**src/sv/ascii_plist_format_sniffer_defines.svh**
```systemverilog
// ----------------------------------------------------------------------------
// ASCII property list sniffer assertion macros
// Shared concurrent assertion forms, sampled on the rising clock edge and
// disabled while the active-low reset is asserted.
// ----------------------------------------------------------------------------
`ifndef ASCII_PLIST_FORMAT_SNIFFER_DEFINES_SVH
`define ASCII_PLIST_FORMAT_SNIFFER_DEFINES_SVH

// same-cycle implication
`define APS_ASSERT_SAME(label, clk, rst_n, ante, cons, msg) \
  label: assert property (@(posedge clk) disable iff (!rst_n) (ante) |-> (cons)) \
    else $error(msg);

// next-cycle implication
`define APS_ASSERT_NEXT(label, clk, rst_n, ante, cons, msg) \
  label: assert property (@(posedge clk) disable iff (!rst_n) (ante) |=> (cons)) \
    else $error(msg);

`endif

```
**src/sv/aps_pkg.sv**
```systemverilog
// ----------------------------------------------------------------------------
// ASCII property list sniffer package
// Verdict codes, character codes and character class helpers.
// ----------------------------------------------------------------------------
`timescale 1ns / 1ps

package aps_pkg;

  localparam logic [1:0] VerdictReject  = 2'd0;
  localparam logic [1:0] VerdictPlist   = 2'd1;
  localparam logic [1:0] VerdictStrings = 2'd2;

  localparam logic [2:0] PosLimit = 3'd4;

  localparam logic [7:0] CharNul       = 8'h00;
  localparam logic [7:0] CharNewline   = 8'h0a;
  localparam logic [7:0] CharQuote     = 8'h22;
  localparam logic [7:0] CharDollar    = 8'h24;
  localparam logic [7:0] CharParen     = 8'h28;
  localparam logic [7:0] CharStar      = 8'h2a;
  localparam logic [7:0] CharDot       = 8'h2e;
  localparam logic [7:0] CharSlash     = 8'h2f;
  localparam logic [7:0] CharLess      = 8'h3c;
  localparam logic [7:0] CharEqual     = 8'h3d;
  localparam logic [7:0] CharQuestion  = 8'h3f;
  localparam logic [7:0] CharBang      = 8'h21;
  localparam logic [7:0] CharBackslash = 8'h5c;
  localparam logic [7:0] CharUnder     = 8'h5f;
  localparam logic [7:0] CharBrace     = 8'h7b;

  localparam logic [7:0] BomFe = 8'hfe;
  localparam logic [7:0] BomFf = 8'hff;
  localparam logic [7:0] BomEf = 8'hef;
  localparam logic [7:0] BomBb = 8'hbb;
  localparam logic [7:0] BomBf = 8'hbf;

  function automatic logic is_space(input logic [7:0] c);
    return (c == 8'h20) || ((c >= 8'h09) && (c <= 8'h0d));
  endfunction

  function automatic logic is_alnum(input logic [7:0] c);
    return ((c >= 8'h30) && (c <= 8'h39)) || ((c >= 8'h61) && (c <= 8'h7a)) ||
           ((c >= 8'h41) && (c <= 8'h5a));
  endfunction

  function automatic logic is_bom(input logic [7:0] c);
    return (c == BomFe) || (c == BomFf) || (c == BomEf) || (c == BomBb) ||
           (c == BomBf);
  endfunction

endpackage

```
**src/sv/ascii_plist_format_sniffer.sv**
```systemverilog
// ----------------------------------------------------------------------------
// ASCII property list format sniffer
// Classifies a byte stream as reject, ASCII property list or strings format.
// ----------------------------------------------------------------------------
// channel | direction | handshake             | payload
// in      | input     | in_valid_i/in_ready_o | data_byte_i, final_byte_i
// out     | output    | out_valid_o/out_ready_i | verdict_o, decided_early_o
//
// One byte per cycle while in_ready_o is high; the scan state updates in the cycle of the transfer.
// The deciding byte's verdict is registered into the output register, or into the skid entry if that is still held.
// Output register plus one skid entry; in_ready_o drops only when both hold.
// Reset returns the scanner to its begin state with both output entries empty.
// ----------------------------------------------------------------------------
`timescale 1ns / 1ps
`include "ascii_plist_format_sniffer_defines.svh"

module ascii_plist_format_sniffer
  import aps_pkg::*;
(
  input  logic       clk_i,
  input  logic       rst_ni,
  input  logic       in_valid_i,
  output logic       in_ready_o,
  input  logic [7:0] data_byte_i,
  input  logic       final_byte_i,
  output logic       out_valid_o,
  input  logic       out_ready_i,
  output logic [1:0] verdict_o,
  output logic       decided_early_o
);

  typedef enum logic [2:0] {
    ScanBegin   = 3'd0,
    ScanComment = 3'd1,
    ScanLine    = 3'd2,
    ScanIdent   = 3'd3,
    ScanQuote   = 3'd4,
    ScanEqual   = 3'd5,
    ScanAngle   = 3'd6
  } scan_state_e;

  scan_state_e scan_q, scan_d, saved_q, saved_d;
  logic [7:0]  prev_q, prev_d;
  logic        bare_q, bare_d;
  logic [2:0]  pos_q, pos_d;
  logic        given_q, given_d;

  logic        out_valid_q, skid_valid_q;
  logic [1:0]  out_verdict_q, skid_verdict_q;
  logic        out_early_q, skid_early_q;

  logic        in_fire, pop, push;
  logic        res_valid, decided, res_early;
  logic [1:0]  res_verdict;
  logic        skip;

  assign in_ready_o = !skid_valid_q;
  assign in_fire    = in_valid_i && in_ready_o;
  assign pop        = out_valid_q && out_ready_i;
  assign push       = in_fire && res_valid;

  assign skip = (data_byte_i == CharNul) ||
                (is_space(data_byte_i) && (scan_q != ScanComment) &&
                 (scan_q != ScanLine) && (scan_q != ScanIdent));

  always_comb begin
    scan_d      = scan_q;
    saved_d     = saved_q;
    prev_d      = prev_q;
    bare_d      = bare_q;
    given_d     = given_q;
    pos_d       = (pos_q < PosLimit) ? pos_q + 3'd1 : pos_q;
    decided     = 1'b0;
    res_valid   = 1'b0;
    res_verdict = VerdictReject;
    res_early   = 1'b1;

    if (given_q) begin
    end else if (scan_q == ScanAngle) begin
      decided     = 1'b1;
      res_verdict = ((data_byte_i == CharQuestion) || (data_byte_i == CharBang)) ?
                    VerdictReject : VerdictPlist;
    end else if (skip) begin
    end else if (scan_q == ScanComment) begin
      if (data_byte_i == CharSlash) begin
        if (prev_q == CharStar) scan_d = saved_q;
        prev_d = CharNul;
      end else if (data_byte_i == CharStar) begin
        prev_d = CharStar;
      end else begin
        prev_d = CharNul;
      end
    end else if (scan_q == ScanLine) begin
      if (data_byte_i == CharNewline) begin
        scan_d = saved_q;
        prev_d = CharNul;
      end
    end else if (data_byte_i == CharSlash) begin
      if (prev_q == CharSlash) begin
        saved_d = scan_q;
        scan_d  = ScanLine;
        prev_d  = CharNul;
      end else if (prev_q != CharNul) begin
        decided = 1'b1;
      end else begin
        prev_d = CharSlash;
      end
    end else if (data_byte_i == CharStar) begin
      if (prev_q == CharSlash) begin
        saved_d = scan_q;
        scan_d  = ScanComment;
      end
      prev_d = CharNul;
    end else begin
      unique case (scan_q)
        ScanBegin: begin
          if (is_bom(data_byte_i)) begin
            decided = (pos_q >= PosLimit);
          end else if (data_byte_i == CharParen) begin
            decided     = 1'b1;
            res_verdict = VerdictPlist;
          end else if (data_byte_i == CharBrace) begin
            scan_d = ScanIdent;
          end else if (data_byte_i == CharLess) begin
            scan_d = ScanAngle;
          end else if (data_byte_i == CharQuote) begin
            bare_d = 1'b1;
            scan_d = ScanQuote;
          end else if (is_alnum(data_byte_i) || (data_byte_i == CharUnder) ||
                       (data_byte_i == CharDot) || (data_byte_i == CharDollar)) begin
            bare_d = 1'b1;
            scan_d = ScanIdent;
            prev_d = data_byte_i;
          end else begin
            decided = 1'b1;
          end
        end
        ScanIdent: begin
          if (is_space(data_byte_i) && (prev_q == CharNul)) begin
          end else if (data_byte_i == CharQuote) begin
            scan_d = ScanQuote;
          end else if (is_space(data_byte_i)) begin
            scan_d = ScanEqual;
            prev_d = CharNul;
          end else begin
            prev_d = data_byte_i;
          end
        end
        ScanQuote: begin
          if ((data_byte_i == CharQuote) && (prev_q != CharBackslash)) begin
            scan_d = ScanEqual;
            prev_d = CharNul;
          end else begin
            prev_d = data_byte_i;
          end
        end
        ScanEqual: begin
          decided = 1'b1;
          if (data_byte_i == CharEqual) begin
            res_verdict = bare_q ? VerdictStrings : VerdictPlist;
          end
        end
        default: begin
          decided = 1'b1;
        end
      endcase
    end

    if (!given_q) begin
      if (decided) begin
        res_valid = 1'b1;
      end else if (final_byte_i) begin
        res_valid = 1'b1;
        if (scan_d == ScanAngle) begin
          res_verdict = VerdictPlist;
        end else begin
          res_early = 1'b0;
          if ((scan_d == ScanEqual) && bare_d) res_verdict = VerdictPlist;
          else if (scan_d == ScanBegin)        res_verdict = VerdictStrings;
          else                                 res_verdict = VerdictReject;
        end
      end
      if (res_valid && !final_byte_i) given_d = 1'b1;
    end

    if (final_byte_i) begin
      scan_d  = ScanBegin;
      saved_d = ScanBegin;
      prev_d  = CharNul;
      bare_d  = 1'b0;
      pos_d   = 3'd0;
      given_d = 1'b0;
    end
  end

  always_ff @(posedge clk_i or negedge rst_ni) begin
    if (!rst_ni) begin
      scan_q  <= ScanBegin;
      saved_q <= ScanBegin;
      prev_q  <= CharNul;
      bare_q  <= 1'b0;
      pos_q   <= 3'd0;
      given_q <= 1'b0;
    end else if (in_fire) begin
      scan_q  <= scan_d;
      saved_q <= saved_d;
      prev_q  <= prev_d;
      bare_q  <= bare_d;
      pos_q   <= pos_d;
      given_q <= given_d;
    end
  end

  // output register and skid entry: valid bits
  always_ff @(posedge clk_i or negedge rst_ni) begin
    if (!rst_ni) begin
      out_valid_q  <= 1'b0;
      skid_valid_q <= 1'b0;
    end else if (pop) begin
      out_valid_q  <= skid_valid_q || push;
      skid_valid_q <= skid_valid_q && push;
    end else if (!out_valid_q) begin
      out_valid_q  <= push;
    end else if (push) begin
      skid_valid_q <= 1'b1;
    end
  end

  // output register and skid entry: payload
  always_ff @(posedge clk_i) begin
    if (pop) begin
      if (skid_valid_q) begin
        out_verdict_q  <= skid_verdict_q;
        out_early_q    <= skid_early_q;
        skid_verdict_q <= res_verdict;
        skid_early_q   <= res_early;
      end else begin
        out_verdict_q  <= res_verdict;
        out_early_q    <= res_early;
      end
    end else if (!out_valid_q) begin
      out_verdict_q <= res_verdict;
      out_early_q   <= res_early;
    end else if (push) begin
      skid_verdict_q <= res_verdict;
      skid_early_q   <= res_early;
    end
  end

  assign out_valid_o     = out_valid_q;
  assign verdict_o       = out_verdict_q;
  assign decided_early_o = out_early_q;

  `APS_ASSERT_SAME(a_skid_behind_out, clk_i, rst_ni, skid_valid_q, out_valid_q, "skid entry holds a transfer while the output register is empty")
  `APS_ASSERT_NEXT(a_stall_to_skid, clk_i, rst_ni, out_valid_q && !out_ready_i && push, skid_valid_q, "stalled result was not held in the skid entry")
  `APS_ASSERT_NEXT(a_final_rearms, clk_i, rst_ni, in_fire && final_byte_i, (scan_q == ScanBegin) && !given_q && (pos_q == 3'd0) && !bare_q, "scanner did not re-arm after the last byte")
  `APS_ASSERT_SAME(a_one_verdict, clk_i, rst_ni, in_fire && given_q, !res_valid, "second verdict for one document")
  `APS_ASSERT_SAME(a_verdict_code, clk_i, rst_ni, out_valid_q, (out_verdict_q == VerdictReject) || (out_verdict_q == VerdictPlist) || (out_verdict_q == VerdictStrings), "undefined verdict code on the output")

endmodule
```
**config.mk**
```make
export PLATFORM = sky130hd
export DESIGN_NAME = ascii_plist_format_sniffer
export DESIGN_NICKNAME = d
export VERILOG_FILES = /design/src/sv/aps_pkg.sv /design/src/sv/ascii_plist_format_sniffer.sv
export VERILOG_INCLUDE_DIRS = /design/src /design/src/sv
export SDC_FILE = /design/constraint.sdc
export NUM_CORES = 1
export LEC_CHECK = 0
export ABC_AREA = 1
export BUFFER_PORTS_ARGS = -buffer_cell sky130_fd_sc_hd__buf_2
export CAP_MARGIN = 20
export CORE_MARGIN = 2
export CORE_UTILIZATION = 60
export DETAILED_ROUTE_END_ITERATION = 16
export PLACE_DENSITY = 0.8
export SETUP_SLACK_MARGIN = 0.02
export SYNTH_ARGS = -nofsm -noshare
export SYNTH_HDL_FRONTEND = slang
export SYNTH_SLANG_ARGS = --single-unit
```
**constraint.sdc**
```tcl
create_clock -name clk_i -period 6.58 [get_ports clk_i]
set_clock_uncertainty 0.05 [all_clocks]
set_input_delay 0.329 -clock clk_i [delete_from_list [all_inputs] [get_ports clk_i]]
set_output_delay 0.329 -clock clk_i [all_outputs]
set_load 0.05 [all_outputs]
```
# ---- After elaboration in Yosys (flattened, before gate mapping)
# Index checks and enable logic that the tools add are counted.
dict set report totals {
  regBits 27
  out_inout_bits 5
}
dict set report classes {
  addsub 1
  reduce_logical 46
  n_eq_ne 50
  magnitude_cmp 10
  n_mux 139
}
# cell count
set op_table {}
lappend op_table {{$mux 8} 21}
lappend op_table {{$eq 8x6->1 const B} 13}
lappend op_table {{$mux 3} 34}
lappend op_table {{$mux 1} 56}
lappend op_table {{$ne 7x7->1 const B} 8}
lappend op_table {{$mux 2} 22}
lappend op_table {{$eq 8x8->1 const B} 5}
lappend op_table {{$pmux 8 s3} 1}
lappend op_table {{$eq 8x7->1 const B} 2}
lappend op_table {{$ge 8x7->1 const B} 2}
lappend op_table {{$le 8x7->1 const B} 2}
lappend op_table {{$logic_not 8->1} 2}
lappend op_table {{$reduce_bool 8->1} 2}
lappend op_table {{$eq 3x3->1 const B} 5}
lappend op_table {{$logic_and 1x1->1} 15}
lappend op_table {{$reduce_and 15->1} 1}
lappend op_table {{$logic_or 1x1->1} 13}
lappend op_table {{$mux 6} 2}
lappend op_table {{$ne 2x2->1 const B} 6}
lappend op_table {{$pmux 3 s3} 1}
lappend op_table {{$eq 8x4->1 const B} 1}
lappend op_table {{$ge 8x4->1 const B} 1}
lappend op_table {{$ge 8x6->1 const B} 1}
lappend op_table {{$le 8x4->1 const B} 1}
lappend op_table {{22 further kinds} 29}

# ---- Logic depth before layout (Yosys ltp)
dict set report logic_depth {
  word_depth 31
  mapped_depth 22
}

# ---- Least setup slack after synthesis
# OpenSTA, ideal clock, no wires.
dict set report synth_path {
  kind {input to register}
  start {input data_byte_i[4]}
  end {register skid_early_q, enable pin}
  path_buffers 1
  required_ps 6186
  t_arrival_ps 1786
  path_stages 15
  setup_time_ps 344
  path_slack_ps 4400
  path_cell_list {buf_2 nor2_1 nand2_1 nor2_1 nand2_1 o21ai_2 o21ai_2 nand2_2 nor2_2 inv_2 nor2_2 nand2_1 nand3_2 o211ai_1 o21ai_0}
}
dict set report synth_between {
  elab_chain_len 27
  word_cells_on_any_way 62
  cone_classes {order compare: 8; eq/ne: 15; mux: 17; reduce/logical: 22}
}
# item line_no
set synth_lines {}
lappend synth_lines {{start: declaration} ascii_plist_format_sniffer.sv:24} ;# input logic [7:0] data_byte_i,
lappend synth_lines {{$ge 8x6->1 (tied with other cells)} aps_pkg.sv:42} ;# return ((c >= 8'h30) && (c <= 8'h39)) || ((c >= 8'h61) && (c <= 8'h7a)) ||
lappend synth_lines {{$logic_and 1x1->1} aps_pkg.sv:42}
lappend synth_lines {{$logic_or 1x1->1 (2 in series)} aps_pkg.sv:42}
lappend synth_lines {{$logic_or 1x1->1 (2 in series)} ascii_plist_format_sniffer.sv:129} ;# end else if (is_alnum(data_byte_i) || (data_byte_i == CharUnder) ||
lappend synth_lines {{$logic_or 1x1->1} ascii_plist_format_sniffer.sv:130} ;# (data_byte_i == CharDot) || (data_byte_i == CharDollar)) begin
lappend synth_lines {{$mux 1} ascii_plist_format_sniffer.sv:129}
lappend synth_lines {{$mux 1} ascii_plist_format_sniffer.sv:126} ;# end else if (data_byte_i == CharQuote) begin
lappend synth_lines {{$mux 1} ascii_plist_format_sniffer.sv:124} ;# end else if (data_byte_i == CharLess) begin
lappend synth_lines {{[... 8 more ...]} -}
lappend synth_lines {{$mux 1 (*)} ascii_plist_format_sniffer.sv:83} ;# end else if (skip) begin
lappend synth_lines {{$mux 1 (*)} ascii_plist_format_sniffer.sv:79} ;# end else if (scan_q == ScanAngle) begin
lappend synth_lines {{$mux 1 (*)} ascii_plist_format_sniffer.sv:78} ;# if (given_q) begin
lappend synth_lines {{$mux 1 (*)} ascii_plist_format_sniffer.sv:170} ;# if (decided) begin
lappend synth_lines {{$mux 1 (*) (2 in series)} ascii_plist_format_sniffer.sv:169} ;# if (!given_q) begin
lappend synth_lines {{$logic_and 1x1->1 (*)} ascii_plist_format_sniffer.sv:60} ;# assign push = in_fire && res_valid;
lappend synth_lines {{$reduce_bool 2->1 (no line) (*)} -}
lappend synth_lines {{$reduce_and 3->1 (no line) (*)} -}
lappend synth_lines {{end signal: assignment} ascii_plist_format_sniffer.sv:236} ;# skid_early_q <= res_early;
lappend synth_lines {{end signal: assignment} ascii_plist_format_sniffer.sv:246} ;# skid_early_q <= res_early;
lappend synth_lines {{end: declaration} ascii_plist_format_sniffer.sv:50} ;# logic out_early_q, skid_early_q;
# Mark *: on every way between the ends. The rest lies on a longest branch, timed or not. The select of a mux whose other input is x is not followed.
# A chain may end at the register's enable or synchronous reset.

# ---- Final worst setup path
dict set report layout_path {
  start {register scan_q[1]}
  end {register skid_early_q, enable pin}
}
dict set report layout_between {
  elab_chain_len 16
  word_cells_on_any_way 28
  cone_classes {eq/ne: 8; mux: 11; reduce/logical: 9}
}
# item line_no
set layout_lines {}
lappend layout_lines {{start: declaration} ascii_plist_format_sniffer.sv:42} ;# scan_state_e scan_q, scan_d, saved_q, saved_d;
lappend layout_lines {{start signal: assignment} ascii_plist_format_sniffer.sv:198} ;# scan_q <= ScanBegin;
lappend layout_lines {{start signal: assignment} ascii_plist_format_sniffer.sv:205} ;# scan_q <= scan_d;
lappend layout_lines {{$eq 3x3->1 / $eq 3x2->1 (equally long branches)} ascii_plist_format_sniffer.sv:115} ;# unique case (scan_q)
lappend layout_lines {{$reduce_or 2->1 (no line)} -}
lappend layout_lines {{$pmux 1 s2} ascii_plist_format_sniffer.sv:115}
lappend layout_lines {{$mux 1} ascii_plist_format_sniffer.sv:108} ;# end else if (data_byte_i == CharStar) begin
lappend layout_lines {{$mux 1} ascii_plist_format_sniffer.sv:98} ;# end else if (data_byte_i == CharSlash) begin
lappend layout_lines {{$mux 1} ascii_plist_format_sniffer.sv:93} ;# end else if (scan_q == ScanLine) begin
lappend layout_lines {{$mux 1} ascii_plist_format_sniffer.sv:84} ;# end else if (scan_q == ScanComment) begin
lappend layout_lines {{$mux 1} ascii_plist_format_sniffer.sv:83}
lappend layout_lines {{$mux 1 (*)} ascii_plist_format_sniffer.sv:79}
lappend layout_lines {{$mux 1 (*)} ascii_plist_format_sniffer.sv:78}
lappend layout_lines {{$mux 1 (*)} ascii_plist_format_sniffer.sv:170}
lappend layout_lines {{$mux 1 (*) (2 in series)} ascii_plist_format_sniffer.sv:169}
lappend layout_lines {{$logic_and 1x1->1 (*)} ascii_plist_format_sniffer.sv:60}
lappend layout_lines {{$reduce_bool 2->1 (no line) (*)} -}
lappend layout_lines {{$reduce_and 3->1 (no line) (*)} -}
# Marked as above.

==> impl_metrics.csv <==
group,metric,value,unit
global_route,grt_use_total,0.295,
clock_network,cts_setup_buffers,0,
floorplan,start_util,0.632,
yosys,ys_warn_count,0,
yosys,synth-edff-count,6,
drt,drt_wl_total,5840,µm
clock_network,cts_tree,"yes",
floorplan,num_rows,22,
yosys,synth_area,2350,µm²
yosys,synth_top_area_share,0.224,
final_layout,syn2layout_area_growth,7.41,%
yosys,ys_top_cells_by_count,"nand2_1 (113), inv_1 (46), nor2_1 (41)",
critical_path,worstPathMaxFanout,10,
global_route,grt_antenna_before_repair,0,
yosys,synth_top_family_by_area,"simple AND/OR/NAND/NOR gates",
drt,drcViolationCount,0,
yosys,netlist_instances,379,
drt,routed-via-count,2462,
critical_path,worstPathArrival,2.46,ns
yosys,synth.area.mux_share,0,
clock_network,cts.sinks,27,
clock_network,ctsResizeCount,0,
final_layout,layout.cells.non_filler,444,
critical_path,cp.required,6.47,ns
yosys,synth_area_leaders,"dfrtp_1 (22%), nand2_1 (18%), nand3_1 (7.7%), edfxtp_1 (7.7%), inv_1 (7.4%)",
critical_path,cp-start-kind,"register",
worst_hold_path,hold_path_class,"in -> reg",
floorplan,die_area,4430,µm²
floorplan,core,3720,µm²
flow_run,cap_violations,0,
global_route,grt_max_degree,22,
clock_network,htree_levels,1,
placement,dp_cells,439,
power,ir_drop,0.0858,mV
outcome,outcome,"finished clean",
floorplan,ios,18,
yosys,synth_xor_area_frac,0,
critical_path,crit_type,"reg -> reg",
yosys,synth_flop_cell,"dfrtp_1",
drt,drt_iter0_markers,182,
yosys,synthAdderAreaFrac,0.00533,
yosys,synth-seq-cells,27,
floorplan,dieHeight,66.5,µm
sta,setup_violations,0,
sta,finalCritPeriodShare,0.391,
critical_path,cpPeakStageDelay,0.52,ns
placement,place_congestion,1.05,
yosys,synth_top_cell_by_area,"dfrtp_1",
clock_network,cts_made_buffers,3,
yosys,ys_seq_area_frac,0.301,
sta,worst_slew_pin_slew,0.506,ns
yosys,synth.most_common_cell,"nand2_1",
critical_path,critPathCaptureType,"register",
sta,finalHoldViolations,0,
critical_path,cp_cell_sequence,"nor2_1 -> inv_1 -> nor2_1 -> o21ai_0 -> o21ai_1 -> nand2_1 -> nand3_2 -> o211ai_1 -> o21ai_0",
global_route,grt_overflow,0,
critical_path,cp_slowest_cell,"dfrtp_1",
global_route,grt_pass1_vias,2266,
sta,max_freq,389,MHz
placement,port_buffers,17,
yosys,synth-compound-area-share,0.136,
sta,relSlewSlack,0.659,
clock_network,cts_root_buf,"clkbuf_8",
final_layout,nNetsFinal,411,
drt,drtPass1Iterations,4,
sta,grt_setup_unrepaired,"no",
yosys,syn_avg_cell_area,6.19,µm²
floorplan,die_w,66.5,µm
sta,finalSetupTns,0,ns
final_layout,layout-drive-gt1-share,0.149,
yosys,ys_types,36,
final_layout,antennaDiodeCount,0,
yosys,synthSimpleGateAreaFrac,0.446,
global_route,met1_usage,0.433,
global_route,grt_pass1_wl,10100,µm
power,leakage,0.00130,µW
sta,period_needed,2.57,ns
critical_path,r2r_slack,4.01,ns
yosys,synthesis.nets,393,
clock_network,clock_latency,0.28,ns
global_route,grt_busiest_layer,"met2",
yosys,synthArstFlopShare,0.778,
clock_network,clk_path_buf_depth,2,
drt,wl_per_cell,13.1,µm
drt,ant_nets,0,
global_route,use_met3,0.0422,
power,powerDensity,121,nW/µm²
drt,viasPerCell,5.55,
sta,final_max_slew_viol_count,0,
clock_network,clk_pin_slew,0.10,ns
placement,dpl.hpwl,4750,µm
global_route,grt_util_met2,0.454,
-- critical path: cells and delay by family, from the launching register on --
| family | cells | cell delay [ns] |
|---|---|---|
| AOI/OAI and AO/OA | 4 | 0.90 |
| buffers and inverters | 1 | 0.11 |
| and+or+nand+nor | 4 | 0.65 |
| DFF | 1 | 0.52 |
-- worst paths after layout --
check / from / to / cells after the start
worst max-delay path: scan_q[1] / skid_early_q / 9
worst min-delay path: out_ready_i / skid_valid_q / 4
worst max register to register: scan_q[1] / skid_early_q / 9
worst min register to register: pos_q[0] / pos_q[0] / 1
max in group asynchronous: rst_ni / saved_q[2] / 2
min in group asynchronous: rst_ni / saved_q[0] / 2
-- cell families after synthesis --
family	Yosys count
adders and majority gates	1
DFF	27
AOI/OAI and AO/OA	52
buffers and inverters	67
and+or+nand+nor	232
-- power breakdown --
group / switching [µW] / internal (µW)
Clock: 53.5 / 43.0
Combinational: 27.5 / 11.2
Sequential: 0 / 170
Total: 81.0 / 225
-- state kept, by name (all words and copies together), names as in the netlist --
name / flops
bare_q: 1
skid_valid_q: 1
given_q: 1
saved_q: 3
prev_q: 8
verdict_o: 2
decided_early_o: 1
out_valid_o: 1
scan_q: 3
pos_q: 3
skid_verdict_q: 2
skid_early_q: 1
-- what timing repair did --
action                                  CTS  global route
hold buffers                              1             0
endpoints found under the setup margin    0             0
endpoints found under the hold margin    21             0
-- placed cells by master, fill, tap and decap left out, types with 11 or more instances in the layout --
master,instances
a21oi_1,12
buf_2,17
dfrtp_1,21
inv_1,46
inv_2,15
nand2_1,113
nand3_1,36
nor2_1,41
o21ai_0,11
-- metrics by stage --
step | total power, µW | setup slack [ns] | util | hold WS, ns | cell area [µm²]
6_report | 306 | 4.01 | 0.678 | 0.304 | 2520
5_1_grt | 320 | 3.85 | 0.678 | 0.322 | 2520
4_1_cts | 308 | 4.01 | 0.678 | 0.292 | 2520
3_5_place_dp | 212 | 3.99 | 0.663 | 0.261 | 2460
3_3_place_gp | 212 | 4.00 | 0.663 | 0.255 | 2460
2_1_floorplan | 199 | 4.40 | - | -0.0166 | 2350
-- routing by layer --
layer | part of all wire | wire (µm) | up-vias
li1 | - | - | 1270
met1 | 0.48 | 2830 | 1098
met2 | 0.43 | 2510 | 85
met3 | 0.072 | 422 | 9
met4 | 0.014 | 80 | 0
met5 | 0 | 0 | -
-- cell type report --
class,count,area (µm²)
Multi-Input combinational cell,285,1380
Fill cell,341,1190
Sequential cell,27,706
Inverter,62,233
Timing Repair Buffer,18,95.1
Tap cell,48,60.1
Clock buffer,3,41.3
Clock inverter,1,7.51
Power figures use the tool's default switching activity.
